==> src/design/rrrb_pkg.sv <==
`timescale 1ns / 1ps

package rrrb_pkg;

   localparam int ROB_DEPTH  = 64;
   localparam int ARCH_REGS  = 67;
   localparam int MAX_RETIRE = 8;

   localparam int TAG_W  = 6;
   localparam int REG_W  = 7;
   localparam int SIZE_W = 7;
   localparam int CNT_W  = 4;

   localparam int CSR_ADDR_W = 3;
   localparam int CSR_DATA_W = 32;

   localparam logic [1:0] OP_RENAME    = 2'd0;
   localparam logic [1:0] OP_WRITEBACK = 2'd1;
   localparam logic [1:0] OP_RETIRE    = 2'd2;

   localparam logic [1:0] STATUS_DONE      = 2'd0;
   localparam logic [1:0] STATUS_FULL      = 2'd1;
   localparam logic [1:0] STATUS_NOT_READY = 2'd2;

   localparam logic REG_ROB_ENTRIES  = 1'b0;
   localparam logic REG_RETIRE_WIDTH = 1'b1;

   localparam logic [SIZE_W-1:0] ROB_ENTRIES_RESET  = 7'd64;
   localparam logic [CNT_W-1:0]  RETIRE_WIDTH_RESET = 4'd4;

   typedef struct packed {
      logic [1:0]       operation;
      logic             dest_valid;
      logic [REG_W-1:0] dest_areg;
      logic             src1_valid;
      logic [REG_W-1:0] src1_areg;
      logic             src2_valid;
      logic [REG_W-1:0] src2_areg;
      logic [TAG_W-1:0] writeback_tag;
   } req_type;

   typedef struct packed {
      logic [1:0]       status;
      logic [TAG_W-1:0] entry_tag;
      logic             src1_renamed;
      logic [TAG_W-1:0] src1_ptag;
      logic             src1_rdy;
      logic             src2_renamed;
      logic [TAG_W-1:0] src2_ptag;
      logic             src2_rdy;
      logic             retired_dest_valid;
      logic [REG_W-1:0] retired_dest_areg;
      logic             last;
   } rsp_type;

   // Effective configuration, already clamped to the supported ranges.
   typedef struct packed {
      logic [SIZE_W-1:0] size;
      logic [CNT_W-1:0]  width;
      logic              clear;
   } cfg_type;

   typedef struct packed {
      logic             rd_a;
      logic [REG_W-1:0] addr_a;
      logic             rd_b;
      logic [REG_W-1:0] addr_b;
      logic             set;
      logic             clr;
      logic [REG_W-1:0] wr_addr;
      logic [TAG_W-1:0] wr_tag;
   } map_ctl_type;

   typedef struct packed {
      logic             valid;
      logic [TAG_W-1:0] tag;
   } map_rd_type;

   typedef struct packed {
      logic             rd;
      logic [TAG_W-1:0] rd_addr;
      logic             wr;
      logic [TAG_W-1:0] wr_addr;
      logic             has_dest;
      logic [REG_W-1:0] dest_areg;
      logic             rdy_en;
      logic [TAG_W-1:0] rdy_addr;
      logic             rdy_value;
   } rob_ctl_type;

   typedef struct packed {
      logic             has_dest;
      logic [REG_W-1:0] dest_areg;
   } rob_rd_type;

endpackage

==> src/design/rrrb_csr.sv <==
`timescale 1ns / 1ps

module rrrb_csr
   import rrrb_pkg::*;
(
   input  logic                  clock,
   input  logic                  reset,
   input  logic                  csr_psel,
   input  logic                  csr_penable,
   input  logic                  csr_pwrite,
   input  logic [CSR_ADDR_W-1:0] csr_paddr,
   input  logic [CSR_DATA_W-1:0] csr_pwdata,
   output logic [CSR_DATA_W-1:0] csr_prdata,
   output logic                  csr_pready,
   output cfg_type               cfg
);

   logic [SIZE_W-1:0] rob_entries_ff;
   logic [CNT_W-1:0]  retire_width_ff;
   logic              wr_en;

   assign csr_pready = 1'b1;
   assign wr_en = csr_psel && csr_penable && csr_pwrite;

   always_ff @(posedge clock) begin
      if (reset) begin
         rob_entries_ff  <= ROB_ENTRIES_RESET;
         retire_width_ff <= RETIRE_WIDTH_RESET;
      end else if (wr_en) begin
         case (csr_paddr[2])
            REG_ROB_ENTRIES: begin
               rob_entries_ff <= csr_pwdata[SIZE_W-1:0];
            end
            REG_RETIRE_WIDTH: begin
               retire_width_ff <= csr_pwdata[CNT_W-1:0];
            end
            default: begin
            end
         endcase
      end
   end

   always_comb begin
      csr_prdata = '0;
      case (csr_paddr[2])
         REG_ROB_ENTRIES: begin
            csr_prdata[SIZE_W-1:0] = rob_entries_ff;
         end
         REG_RETIRE_WIDTH: begin
            csr_prdata[CNT_W-1:0] = retire_width_ff;
         end
         default: begin
         end
      endcase
   end

   always_comb begin
      if (rob_entries_ff == '0) begin
         cfg.size = SIZE_W'(1);
      end else if (rob_entries_ff > SIZE_W'(ROB_DEPTH)) begin
         cfg.size = SIZE_W'(ROB_DEPTH);
      end else begin
         cfg.size = rob_entries_ff;
      end
      if (retire_width_ff == '0) begin
         cfg.width = CNT_W'(1);
      end else if (retire_width_ff > CNT_W'(MAX_RETIRE)) begin
         cfg.width = CNT_W'(MAX_RETIRE);
      end else begin
         cfg.width = retire_width_ff;
      end
      // Resizing the buffer empties it and drops every mapping.
      cfg.clear = wr_en && (csr_paddr[2] == REG_ROB_ENTRIES);
   end

endmodule

==> src/design/rrrb_map.sv <==
`timescale 1ns / 1ps

module rrrb_map
   import rrrb_pkg::*;
(
   input  logic        clock,
   input  logic        reset,
   input  logic        clear,
   input  map_ctl_type ctl,
   output map_rd_type  rd_a,
   output map_rd_type  rd_b
);

   logic [TAG_W-1:0]     map_tag_mem [ARCH_REGS];
   logic [ARCH_REGS-1:0] map_valid_ff;
   map_rd_type           rd_a_ff;
   map_rd_type           rd_b_ff;

   assign rd_a = rd_a_ff;
   assign rd_b = rd_b_ff;

   always_ff @(posedge clock) begin
      if (reset || clear) begin
         map_valid_ff <= '0;
      end else if (ctl.set && (ctl.wr_addr < REG_W'(ARCH_REGS))) begin
         map_valid_ff[ctl.wr_addr] <= 1'b1;
      end else if (ctl.clr && (ctl.wr_addr < REG_W'(ARCH_REGS))) begin
         map_valid_ff[ctl.wr_addr] <= 1'b0;
      end
   end

   always_ff @(posedge clock) begin
      if (ctl.set && (ctl.wr_addr < REG_W'(ARCH_REGS))) begin
         map_tag_mem[ctl.wr_addr] <= ctl.wr_tag;
      end
   end

   // Registered read ports; a register number past the map reads as unmapped.
   always_ff @(posedge clock) begin
      if (ctl.rd_a) begin
         if (ctl.addr_a < REG_W'(ARCH_REGS)) begin
            rd_a_ff.valid <= map_valid_ff[ctl.addr_a];
            rd_a_ff.tag   <= map_tag_mem[ctl.addr_a];
         end else begin
            rd_a_ff.valid <= 1'b0;
            rd_a_ff.tag   <= '0;
         end
      end
      if (ctl.rd_b) begin
         if (ctl.addr_b < REG_W'(ARCH_REGS)) begin
            rd_b_ff.valid <= map_valid_ff[ctl.addr_b];
            rd_b_ff.tag   <= map_tag_mem[ctl.addr_b];
         end else begin
            rd_b_ff.valid <= 1'b0;
            rd_b_ff.tag   <= '0;
         end
      end
   end

endmodule

==> src/design/rrrb_rob.sv <==
`timescale 1ns / 1ps

module rrrb_rob
   import rrrb_pkg::*;
(
   input  logic                 clock,
   input  logic                 reset,
   input  logic                 clear,
   input  rob_ctl_type          ctl,
   output rob_rd_type           rd,
   output logic [ROB_DEPTH-1:0] ready
);

   rob_rd_type           dest_mem [ROB_DEPTH];
   rob_rd_type           rd_ff;
   logic [ROB_DEPTH-1:0] ready_ff;

   assign rd    = rd_ff;
   assign ready = ready_ff;

   always_ff @(posedge clock) begin
      if (ctl.wr) begin
         dest_mem[ctl.wr_addr] <= '{has_dest: ctl.has_dest, dest_areg: ctl.dest_areg};
      end
      if (ctl.rd) begin
         rd_ff <= dest_mem[ctl.rd_addr];
      end
   end

   always_ff @(posedge clock) begin
      if (reset || clear) begin
         ready_ff <= '0;
      end else if (ctl.rdy_en) begin
         ready_ff[ctl.rdy_addr] <= ctl.rdy_value;
      end
   end

endmodule

==> src/design/register_rename_reorder_buffer.sv <==
`timescale 1ns / 1ps

// Register rename map with a circular reorder buffer.
// The req channel carries one transaction per operation: rename, writeback or
// retire. The rsp channel returns one transaction for a rename or writeback and
// one per freed entry for a retire (one with status "not ready" if the head
// cannot retire); last marks the final transaction of each operation.
// A rename or writeback result, and the "not ready" result of a retire, is
// written to the output register once the map and buffer memories have been
// read for the request. A retire that frees entries handles them one at a
// time: for each entry it reads the buffer memory at the head and then the map
// memory at its destination register before it writes that entry's result.
// No new request is taken until the last result of the operation has been
// written to the output register; an unknown operation gives no result, and
// the block stays idle.
// A request may be taken while the previous result still waits in the output
// register; when the receiver stalls, work stops at the next result and holds.
// Reset empties the buffer, drops every mapping and loads rob_entries = 64
// and retire_width = 4. A write of rob_entries through the csr port also
// empties the buffer and the map.
module register_rename_reorder_buffer
   import rrrb_pkg::*;
(
   input  logic                  clock,
   input  logic                  reset,
   input  logic                  req_valid,
   output logic                  req_stall,
   input  req_type               req_payload,
   output logic                  rsp_valid,
   input  logic                  rsp_stall,
   output rsp_type               rsp_payload,
   input  logic                  csr_psel,
   input  logic                  csr_penable,
   input  logic                  csr_pwrite,
   input  logic [CSR_ADDR_W-1:0] csr_paddr,
   input  logic [CSR_DATA_W-1:0] csr_pwdata,
   output logic [CSR_DATA_W-1:0] csr_prdata,
   output logic                  csr_pready
);

   typedef enum logic [4:0] {
      S_IDLE  = 5'b00001,
      S_REN   = 5'b00010,
      S_WB    = 5'b00100,
      S_RMAP  = 5'b01000,
      S_REMIT = 5'b10000
   } state_type;

   cfg_type              cfg;
   map_ctl_type          map_ctl;
   map_rd_type           map_rd_a;
   map_rd_type           map_rd_b;
   rob_ctl_type          rob_ctl;
   rob_rd_type           rob_rd;
   logic [ROB_DEPTH-1:0] ready_vec;

   state_type         state_ff, state_in;
   req_type           req_ff, req_in;
   logic [TAG_W-1:0]  head_ff, head_in;
   logic [TAG_W-1:0]  tail_ff, tail_in;
   logic [SIZE_W-1:0] occ_ff, occ_in;
   logic [CNT_W-1:0]  cnt_ff, cnt_in;
   logic              rsp_valid_ff, rsp_valid_in;
   rsp_type           rsp_payload_ff, rsp_payload_in;

   logic              accept;
   logic              out_free;
   logic              emit;
   rsp_type           res;
   logic [TAG_W-1:0]  head_next;
   logic [TAG_W-1:0]  tail_next;
   logic [SIZE_W-1:0] wb_tag_ext;
   logic [SIZE_W-1:0] head_ext;
   logic [SIZE_W-1:0] wb_offset;
   logic              wb_in_flight;
   logic              ren_has_dest;
   logic              more_to_retire;

   rrrb_csr u_csr (
      .clock       (clock),
      .reset       (reset),
      .csr_psel    (csr_psel),
      .csr_penable (csr_penable),
      .csr_pwrite  (csr_pwrite),
      .csr_paddr   (csr_paddr),
      .csr_pwdata  (csr_pwdata),
      .csr_prdata  (csr_prdata),
      .csr_pready  (csr_pready),
      .cfg         (cfg)
   );

   rrrb_map u_map (
      .clock (clock),
      .reset (reset),
      .clear (cfg.clear),
      .ctl   (map_ctl),
      .rd_a  (map_rd_a),
      .rd_b  (map_rd_b)
   );

   rrrb_rob u_rob (
      .clock (clock),
      .reset (reset),
      .clear (cfg.clear),
      .ctl   (rob_ctl),
      .rd    (rob_rd),
      .ready (ready_vec)
   );

   assign req_stall   = (state_ff != S_IDLE);
   assign accept      = req_valid && !req_stall;
   assign out_free    = !rsp_valid_ff || !rsp_stall;
   assign rsp_valid   = rsp_valid_ff;
   assign rsp_payload = rsp_payload_ff;

   assign head_next = (({1'b0, head_ff} + SIZE_W'(1)) == cfg.size) ? '0 : head_ff + TAG_W'(1);
   assign tail_next = (({1'b0, tail_ff} + SIZE_W'(1)) == cfg.size) ? '0 : tail_ff + TAG_W'(1);

   // A writeback counts only for a tag inside the occupied window.
   assign wb_tag_ext   = {1'b0, req_ff.writeback_tag};
   assign head_ext     = {1'b0, head_ff};
   assign wb_offset    = (wb_tag_ext >= head_ext) ? (wb_tag_ext - head_ext)
                                                  : (wb_tag_ext + cfg.size - head_ext);
   assign wb_in_flight = (wb_tag_ext < cfg.size) && (wb_offset < occ_ff);

   assign ren_has_dest = req_ff.dest_valid && (req_ff.dest_areg < REG_W'(ARCH_REGS));

   // After freeing the head, retirement goes on only if the next head is ready.
   assign more_to_retire = ((cnt_ff + CNT_W'(1)) < cfg.width) && (occ_ff != SIZE_W'(1))
                           && ready_vec[head_next];

   always_comb begin
      state_in = state_ff;
      req_in   = req_ff;
      head_in  = head_ff;
      tail_in  = tail_ff;
      occ_in   = occ_ff;
      cnt_in   = cnt_ff;
      emit     = 1'b0;
      res      = '0;
      map_ctl  = '0;
      rob_ctl  = '0;

      case (state_ff)
         S_IDLE: begin
            if (accept) begin
               req_in         = req_payload;
               map_ctl.rd_a   = 1'b1;
               map_ctl.addr_a = req_payload.src1_areg;
               map_ctl.rd_b   = 1'b1;
               map_ctl.addr_b = req_payload.src2_areg;
               rob_ctl.rd      = 1'b1;
               rob_ctl.rd_addr = head_ff;
               cnt_in          = '0;
               case (req_payload.operation)
                  OP_RENAME:    state_in = S_REN;
                  OP_WRITEBACK: state_in = S_WB;
                  OP_RETIRE:    state_in = S_RMAP;
                  default:      state_in = S_IDLE;
               endcase
            end
         end

         S_REN: begin
            if (out_free) begin
               emit     = 1'b1;
               res.last = 1'b1;
               state_in = S_IDLE;
               if (occ_ff >= cfg.size) begin
                  res.status = STATUS_FULL;
               end else begin
                  res.status       = STATUS_DONE;
                  res.entry_tag    = tail_ff;
                  res.src1_renamed = req_ff.src1_valid && map_rd_a.valid;
                  res.src1_ptag    = res.src1_renamed ? map_rd_a.tag : '0;
                  res.src1_rdy     = res.src1_renamed ? ready_vec[map_rd_a.tag] : 1'b1;
                  res.src2_renamed = req_ff.src2_valid && map_rd_b.valid;
                  res.src2_ptag    = res.src2_renamed ? map_rd_b.tag : '0;
                  res.src2_rdy     = res.src2_renamed ? ready_vec[map_rd_b.tag] : 1'b1;

                  rob_ctl.wr        = 1'b1;
                  rob_ctl.wr_addr   = tail_ff;
                  rob_ctl.has_dest  = ren_has_dest;
                  rob_ctl.dest_areg = ren_has_dest ? req_ff.dest_areg : '0;
                  rob_ctl.rdy_en    = 1'b1;
                  rob_ctl.rdy_addr  = tail_ff;
                  rob_ctl.rdy_value = 1'b0;

                  map_ctl.set     = ren_has_dest;
                  map_ctl.wr_addr = req_ff.dest_areg;
                  map_ctl.wr_tag  = tail_ff;

                  tail_in = tail_next;
                  occ_in  = occ_ff + SIZE_W'(1);
               end
            end
         end

         S_WB: begin
            if (out_free) begin
               emit              = 1'b1;
               res.status        = STATUS_DONE;
               res.entry_tag     = req_ff.writeback_tag;
               res.last          = 1'b1;
               rob_ctl.rdy_en    = wb_in_flight;
               rob_ctl.rdy_addr  = req_ff.writeback_tag;
               rob_ctl.rdy_value = 1'b1;
               state_in          = S_IDLE;
            end
         end

         S_RMAP: begin
            if ((cnt_ff == '0) && ((occ_ff == '0) || !ready_vec[head_ff])) begin
               if (out_free) begin
                  emit          = 1'b1;
                  res.status    = STATUS_NOT_READY;
                  res.entry_tag = head_ff;
                  res.last      = 1'b1;
                  state_in      = S_IDLE;
               end
            end else begin
               map_ctl.rd_a   = 1'b1;
               map_ctl.addr_a = rob_rd.dest_areg;
               state_in       = S_REMIT;
            end
         end

         S_REMIT: begin
            if (out_free) begin
               emit                   = 1'b1;
               res.status             = STATUS_DONE;
               res.entry_tag          = head_ff;
               res.retired_dest_valid = rob_rd.has_dest;
               res.retired_dest_areg  = rob_rd.dest_areg;
               res.last               = !more_to_retire;

               // Only the freed entry's own destination can still point at it.
               map_ctl.clr     = rob_rd.has_dest && map_rd_a.valid && (map_rd_a.tag == head_ff);
               map_ctl.wr_addr = rob_rd.dest_areg;

               rob_ctl.rdy_en    = 1'b1;
               rob_ctl.rdy_addr  = head_ff;
               rob_ctl.rdy_value = 1'b0;

               head_in = head_next;
               occ_in  = occ_ff - SIZE_W'(1);
               cnt_in  = cnt_ff + CNT_W'(1);
               if (more_to_retire) begin
                  rob_ctl.rd      = 1'b1;
                  rob_ctl.rd_addr = head_next;
                  state_in        = S_RMAP;
               end else begin
                  state_in = S_IDLE;
               end
            end
         end

         default: begin
            state_in = S_IDLE;
         end
      endcase

      if (emit) begin
         rsp_valid_in   = 1'b1;
         rsp_payload_in = res;
      end else begin
         rsp_valid_in   = rsp_valid_ff && rsp_stall;
         rsp_payload_in = rsp_payload_ff;
      end
   end

   always_ff @(posedge clock) begin
      if (reset) begin
         state_ff     <= S_IDLE;
         head_ff      <= '0;
         tail_ff      <= '0;
         occ_ff       <= '0;
         cnt_ff       <= '0;
         rsp_valid_ff <= 1'b0;
      end else begin
         state_ff     <= state_in;
         cnt_ff       <= cnt_in;
         rsp_valid_ff <= rsp_valid_in;
         if (cfg.clear) begin
            head_ff <= '0;
            tail_ff <= '0;
            occ_ff  <= '0;
         end else begin
            head_ff <= head_in;
            tail_ff <= tail_in;
            occ_ff  <= occ_in;
         end
      end
   end

   always_ff @(posedge clock) begin
      req_ff         <= req_in;
      rsp_payload_ff <= rsp_payload_in;
   end

   a_occ_bounded: assert property (@(posedge clock) disable iff (reset)
      occ_ff <= cfg.size)
      else $error("occupancy exceeds the buffer size");

   a_empty_ptrs: assert property (@(posedge clock) disable iff (reset)
      (occ_ff == '0) |-> (head_ff == tail_ff))
      else $error("empty buffer with head and tail apart");

   a_retire_count: assert property (@(posedge clock) disable iff (reset)
      (state_ff != S_IDLE) |-> (cnt_ff < cfg.width))
      else $error("retire freed more entries than the retire width");

   a_emit_free: assert property (@(posedge clock) disable iff (reset)
      (rsp_valid && rsp_stall) |=> (rsp_valid && $stable(rsp_payload)))
      else $error("stalled result was overwritten");

endmodule

==> config.mk <==
export PLATFORM = sky130hd
export DESIGN_NAME = register_rename_reorder_buffer
export DESIGN_NICKNAME = d
export VERILOG_FILES = /design/src/design/rrrb_pkg.sv /design/src/design/rrrb_csr.sv /design/src/design/rrrb_map.sv /design/src/design/rrrb_rob.sv /design/src/design/register_rename_reorder_buffer.sv
export SDC_FILE = /design/constraint.sdc
export NUM_CORES = 2
export LEC_CHECK = 0
export BUFFER_PORTS_ARGS = -buffer_cell sky130_fd_sc_hd__buf_2
export CELL_PAD_IN_SITES_DETAIL_PLACEMENT = 1
export CELL_PAD_IN_SITES_GLOBAL_PLACEMENT = 1
export CORE_UTILIZATION = 50
export DETAILED_ROUTE_END_ITERATION = 6
export HOLD_SLACK_MARGIN = 0.15
export PLACE_DENSITY_LB_ADDON = 0.2
export RECOVER_POWER = 50
export SLEW_MARGIN = 5
export SYNTH_ARGS = -nofsm -noshare
export SYNTH_HDL_FRONTEND = slang
export SYNTH_SLANG_ARGS = --single-unit
==> constraint.sdc <==
create_clock -name clock -period 9.3 [get_ports clock]
set_clock_uncertainty 0.15 [all_clocks]
set_input_delay 0.465 -clock clock [delete_from_list [all_inputs] [get_ports clock]]
set_output_delay 0.465 -clock clock [all_outputs]
set_load 0.05 [all_outputs]
### After elaboration in Yosys (flattened, before gate mapping)

Memory sizes are Yosys's and may differ from the RTL's. A register that Yosys moved wholly into a read port is not among the register bits.
Index checks and enable logic that the tools add are counted.

| word-level totals | value |
|---|---|
| flip-flop bits (word level) | 222 |
| word-level logic and storage cells | 224 |
| memory bits (writable) | 914 |
| output and inout bits | 68 |
| bits of input ports | 74 |
| memories | 2 |

| operators by class | value |
|---|---|
| $lt $le $gt $ge | 21 |
| equality and inequality tests | 16 |
| muxes and demuxes | 88 |
| bitwise logic cells | 9 |
| add/subtract/negate cells | 10 |
| reduce and logical (&&, ||, !) cells | 50 |

Memory list:

| memory | depth | width | read ports | clocked after Yosys merged registers in | wr ports | line | RTL |
|---|---|---|---|---|---|---|---|
| u_rob.dest_mem | 64 | 8 | 1 | 1 | 1 | rrrb_rob.sv:14 | `rob_rd_type dest_mem [ROB_DEPTH];` |
| u_map.map_tag_mem | 67 | 6 | 2 | 2 | 1 | rrrb_map.sv:14 | `logic [TAG_W-1:0] map_tag_mem [ARCH_REGS];` |

Operators by type and width:

| cell | number |
|---|---|
| $mux W67 | 2 |
| $mux W7 | 10 |
| $and A67 B67 Y67 | 1 |
| $not A67 Y67 | 1 |
| $or A67 B67 Y67 | 1 |
| $bwmux W64 | 1 |
| $mux W8 | 7 |
| $mux W23 | 2 |
| $mux W6 | 7 |
| $pmux W7 S2 | 3 |
| $lt A6 B7 Y1 const B | 5 |
| $pmux W8 S4 | 1 |
| $lt A7 B7 Y1 const B | 4 |
| $mux W13 | 2 |
| $bmux W1 S6 | 4 |
| $lt A7 B8 Y1 const B | 3 |
| $mux W24 | 1 |
| $pmux W8 S3 | 1 |
| $mux W1 | 23 |
| $mux W22 | 1 |
| $mux W4 | 5 |
| $mux W5 | 4 |
| $pmux W5 S4 | 1 |
| $logic_and A1 B1 Y1 | 18 |
| other kinds (53) | 86 |

### Logic depth before layout (Yosys ltp)

| depth | value |
|---|---|
| depth in word-level cells | 15 |
| mapped depth | 27 |
| depth with buffers taken out | 23 |

### Hierarchy

A second synthesis with hierarchy kept.

| second synthesis, totals | value |
|---|---|
| cell total of the unflattened synthesis | 3,736 |
| area total of the unflattened synthesis | 55,067.8 µm² |

By module, submodules not included:

| module | times used | cells an instance | seq. area each (µm²) | area an instance (µm²) |
|---|---|---|---|---|
| rrrb_map | 1 | 1,581 | 13,833.3 | 23,583.9 |
| rrrb_rob | 1 | 1,294 | 16,896.2 | 22,843.2 |
| register_rename_reorder_buffer | 1 | 765 | 2,052.0 | 7,775.0 |
| rrrb_csr | 1 | 96 | 220.2 | 865.8 |

### Least setup slack after synthesis

Ideal clock, no wire load.

| timing path | value |
|---|---|
| path type | reg2reg |
| from | register u_csr.rob_entries_ff[2] |
| to | memory u_rob.dest_mem[17][0] in the netlist's numbering (enable) |
| required time | 8.777 ns |
| setup time | 0.373 ns |
| stages on the path, launching flop included | 16 |
| clock period less this slack | 6.062 ns |
| arrival | 5.539 ns |
| setup slack | 3.238 ns |
| path buffers | 0 |
| cell sequence | dfxtp_1 nor3_1 a21oi_1 nor2_1 ha_1 nand2b_1 a21o_1 a21o_1 a21o_1 a21o_1 a21o_1 a21oi_1 nand4_1 nor2_1 nand3_1 nor2_1 |

| between the ends | value |
|---|---|
| word-level cells in the longest chain between the ends | 9 |
| elaborated cells on any way between the ends | 10 |
| those cells by class | order compare: 2; mux: 7; reduce/logical: 1 |

Ends and longest elaborated chain:

| what | line | RTL |
|---|---|---|
| start: declaration | rrrb_csr.sv:18 | `logic [SIZE_W-1:0] rob_entries_ff;` |
| start signal: assignment | rrrb_csr.sv:32 | `rob_entries_ff <= csr_pwdata[SIZE_W-1:0];` |
| $gt A7 B7 Y1 | rrrb_csr.sv:60 | `end else if (rob_entries_ff > SIZE_W'(ROB_DEPTH)) begin` |
| $mux W7 | rrrb_csr.sv:60 |  |
| $mux W7 * | rrrb_csr.sv:58 | `if (rob_entries_ff == '0) begin` |
| $ge A7 B7 Y1 * | register_rename_reorder_buffer.sv:169 | `if (occ_ff >= cfg.size) begin` |
| $mux W23 * | register_rename_reorder_buffer.sv:169 |  |
| $mux W23 * | register_rename_reorder_buffer.sv:165 | `if (out_free) begin` |
| $mux W15 * | register_rename_reorder_buffer.sv:144 | `case (state_ff)` |
| $mux W1 | rrrb_rob.sv:22 | `if (ctl.wr) begin` |
| $mux W1 (implied by the code) | rrrb_rob.sv:23 | `dest_mem[ctl.wr_addr] <= '{has_dest: ctl.has_dest, dest_areg: ctl.dest_areg};` |
| end: declaration | rrrb_rob.sv:14 |  |

Mark *: on every way between the ends. The rest lies on a longest branch, timed or not.

### Worst setup path after layout

| timing path | value |
|---|---|
| from | register state_ff[1] |
| to | register, netlist name u_map.rd_b[3] |

| between the ends | value |
|---|---|
| word-level cells in the longest chain between the ends | 7 |
| elaborated cells on any way between the ends | 8 |
| those cells by class | order compare: 1; eq/ne: 2; mux: 2; reduce/logical: 3 |

Ends and longest elaborated chain:

| what | line | RTL |
|---|---|---|
| start: declaration | register_rename_reorder_buffer.sv:57 | `state_type state_ff, state_in;` |
| start signal: assignment | register_rename_reorder_buffer.sv:281 | `state_ff <= state_in;` |
| $ne A5 B1 Y1 | register_rename_reorder_buffer.sv:110 | `assign req_stall = (state_ff != S_IDLE);` |
| $logic_not A1 Y1 | register_rename_reorder_buffer.sv:111 | `assign accept = req_valid && !req_stall;` |
| $logic_and A1 B1 Y1 | register_rename_reorder_buffer.sv:111 |  |
| $mux W16 | register_rename_reorder_buffer.sv:146 | `if (accept) begin` |
| $mux W8 * | register_rename_reorder_buffer.sv:144 |  |
| $lt A7 B7 Y1 | rrrb_map.sv:50 | `if (ctl.addr_b < REG_W'(ARCH_REGS)) begin` |
| $logic_not A1 Y1 (no source line) | - |  |

Marks and branches as above.
A chain may end at the register's enable or synchronous reset.

==> impl_metrics.py <==
metrics = {
    "status": {
        "status": "complete, but fails checks",
        "violations": "max-capacitance violations, max-slew violations",
    },
    "synthesis": {
        "async_flop_share_pct": 0,
        "seq_area_frac_synth_pct": 59.1,
        "synth_seq_cells": 1156,
        "netlist_instances": 5054,
        "synth_top_area_share_pct": 53.0,
        "ys.flop_type": "edfxtp_1",
        "synth_edf_count": 985,
        "yosysTopAreaCell": "edfxtp_1",
        "synth_area_leaders": "edfxtp_1 (53%), nand2_1 (7.7%), dfxtp_1 (6.1%), mux4_2 (4.8%), o21ai_0 (2.9%)",
        "synth_area_mm2": 0.0558,
        "yosys_warnings": 0,
        "synth_most_common_cell": "nand2_1",
        "synth_area_per_cell_um2": 11.0,
        "synth_commonest_cells": "nand2_1 (1148), edfxtp_1 (985), o21ai_0 (320)",
        "ys_types": 98,
    },
    "clock_network": {
        "clk_latency_ps": 790,
        "cts_root_buffer": "clkbuf_16",
        "htree_levels": 4,
        "cts.path.max_buffers": 3,
        "clkTransAtPathRegs_ps": 60,
        "cts_buffers": 130,
        "clkSinkCount": 1156,
        "cts_tree": "built",
    },
    "global_route": {
        "grt_pass1_vias": 43651,
        "grt_pass1_wl_um": 283000,
        "antenna_found_initial": 10,
        "grt_usage_pct": 33.8,
        "grt_max_degree": 103,
        "grt-ovfl-total": 0,
    },
    "floorplan": {
        "fp.dieW_um": 336,
        "num_io_pins": 142,
        "dieHeight_um": 336,
        "die_area_mm2": 0.113,
        "rows": 122,
        "core-area_mm2": 0.111,
        "start_util_pct": 50.4,
    },
    "sta": {
        "fin_crit_ps": 8410,
        "drv_slew": 520,
        "tns_ps": 0,
        "rsz0062_at_grt": "no",
        "finalSetupViolations": 0,
        "slew_headroom_pct": -129,
        "tightest_slew_ps": 3440,
        "hold_violations": 0,
        "fmax_mhz": 119,
        "finalCritPeriodShare_pct": 90.4,
    },
    "setup_path": {
        "slowest_stage": "nand2_1",
        "critPathKind": "reg2reg",
        "arrival_ps": 8740,
        "reg2reg_slack_ps": 890,
        "r2r_cells": 14,
        "worstPathMaxFanout": 29,
        "cp_data_required_time_ps": 9630,
        "cp-end-kind": "flip-flop",
        "path_delay_family": "simple AND/OR/NAND/NOR gates",
        "cp_slowest_stage_delay_ps": 1640,
        "crit_chain": "nor3_1, and3b_1, nand2_1, inv_1, clkbuf_1, nand2_1, buf_4, mux4_2, nor2_1, a21oi_1, o211ai_1, o21ai_0, o21ai_0, o22ai_1",
        "worst-path-buf-inv": 3,
        "cp.depth": 14,
        "crit_path_start_kind": "flip-flop",
    },
    "routing": {
        "vias_per_cell": 6.54,
        "wl_per_cell_um": 29.1,
        "ant_nets": 0,
        "drcViolationCount": 0,
        "routed_wl_um": 193000,
        "drt_first_iter_violations": 4900,
        "via_count": 43384,
        "drt_pass1_iterations": 5,
    },
    "placement": {
        "place_area_mm2": 0.0574,
        "dp_hpwl_um": 121000,
        "place_inst": 6353,
        "gp_congestion": 0.938,
        "io_buffer_count": 88,
    },
    "layout": {
        "nFillCells": 11574,
        "nets": 5159,
        "final_cells": 6630,
        "seqCellArea_mm2": 0.0330,
        "drive_gt1_share_pct": 10.5,
        "multi_input_area_mm2": 0.0209,
        "area_growth_syn_to_layout_pct": 10.8,
        "diodes": 0,
        "final_area_mm2": 0.0619,
    },
    "flow_run": {
        "maxCapViolCount": 11,
    },
    "pwr": {
        "powerDensity_mw_per_mm2": 191,
        "finalPower_mw": 11.8,
        "p_leak_nw": 22.7,
        "ir_drop_uv": 174,
    },
    "min_path": {
        "hp-class": "in2reg",
        "holdPathStages": 2,
    },
}
## cells in the final DEF (no fill, tap or decap), types with 95 or more instances in the layout
cell          n
a21oi_1     252
and3_1       95
mux4_2      120
nand2_1    1144
nand3_1     250
inv_1       124
edfxtp_1    985
mux2i_1     131
nor2_1      264
clkbuf_16   130
o21ai_0     320
dfxtp_1     171
a31oi_1     125
## report_power, final
group / total [mW] / leakage, nW / internal, mW / switching, mW
Sequential: 5.66 / 12.7 / 5.59 / 0.0686
Combinational: 1.00 / 7.97 / 0.278 / 0.725
Clock: 5.16 / 2.05 / 2.93 / 2.23
## logic make-up after synthesis
kind of cell,after synthesis,synth area share (%)
multiplexers,324,8.69
XOR/XNOR,38,0.648
AND/OR/NAND/NOR,1944,14.9
flip-flops,1156,59.1
adder cells (fa/ha/maj),47,1.15
AO/OA/AOI/OAI,1032,11.6
buffers and inverters,511,3.83
other,2,0.0135
## metal layers
layer	GRT usage, %	part of all wire [%]	wire length [um]	up-vias
li1	-	-	-	18545
met1	45.8	40	77700	22211
met2	54.0	47	90500	2174
met3	6.07	8.7	16700	446
met4	13.8	4.0	7720	8
met5	0	0.025	48	-
## layout make-up
class | instances | area share [%]
multi-input combinational | 3411 | 33.7
timing repair buffer | 210 | 2.31
clock inverter | 81 | 1.36
sequential | 1156 | 53.3
tap | 1488 | 3.01
clock buffer | 155 | 5.44
inverter | 129 | 0.783
## worst register-to-register path, stage by stage, from the launching register on
cell      delay [ps]
dfxtp_1          390
nor3_1           270
and3b_1          550
nand2_1          900
inv_1            270
clkbuf_1        1440
nand2_1         1660
buf_4            770
mux4_2           370
nor2_1           130
a21oi_1           60
o211ai_1         270
o21ai_0          260
o21ai_0          440
o22ai_1          180
## state kept, by name, indices dropped and copies added, names as in the netlist, 6 cells and up, named ones only
| register | flops |
|---|---|
| u_rob.ready | 64 |
| u_rob.rd | 8 |
| u_map.rd_b | 7 |
| req_ff | 16 |
| u_rob.dest_mem | 512 |
| u_map.rd_a | 7 |
| tail_ff | 6 |
| u_map.map_tag_mem | 402 |
| rsp_payload | 33 |
| u_csr.rob_entries_ff | 7 |
| head_ff | 6 |
| occ_ff | 7 |
## through the flow
step	setup slack, ps	hold slack, ps	util [%]
floorplan	3240	312	-
global route	639	260	55.9
CTS	1630	209	56.0
finish	892	248	55.9
detailed placement	1640	336	51.8
global placement	1880	325	51.8
## timing repair
action                                 4_1_cts  5_1_grt
buffers inserted                             0        0
endpoints found under the hold margin       37        0
gates resized for setup                      0        0
hold buffers                                41        0
## worst paths after layout
path,start,to
worst max register to register,state_ff[1],u_map.rd_b[3]
worst min-delay path,req_payload[5],req_ff[5]
worst max-delay path,state_ff[1],u_map.rd_b[3]
worst min register to register,flip-flop,flip-flop
Power figures use the tool's default switching activity.
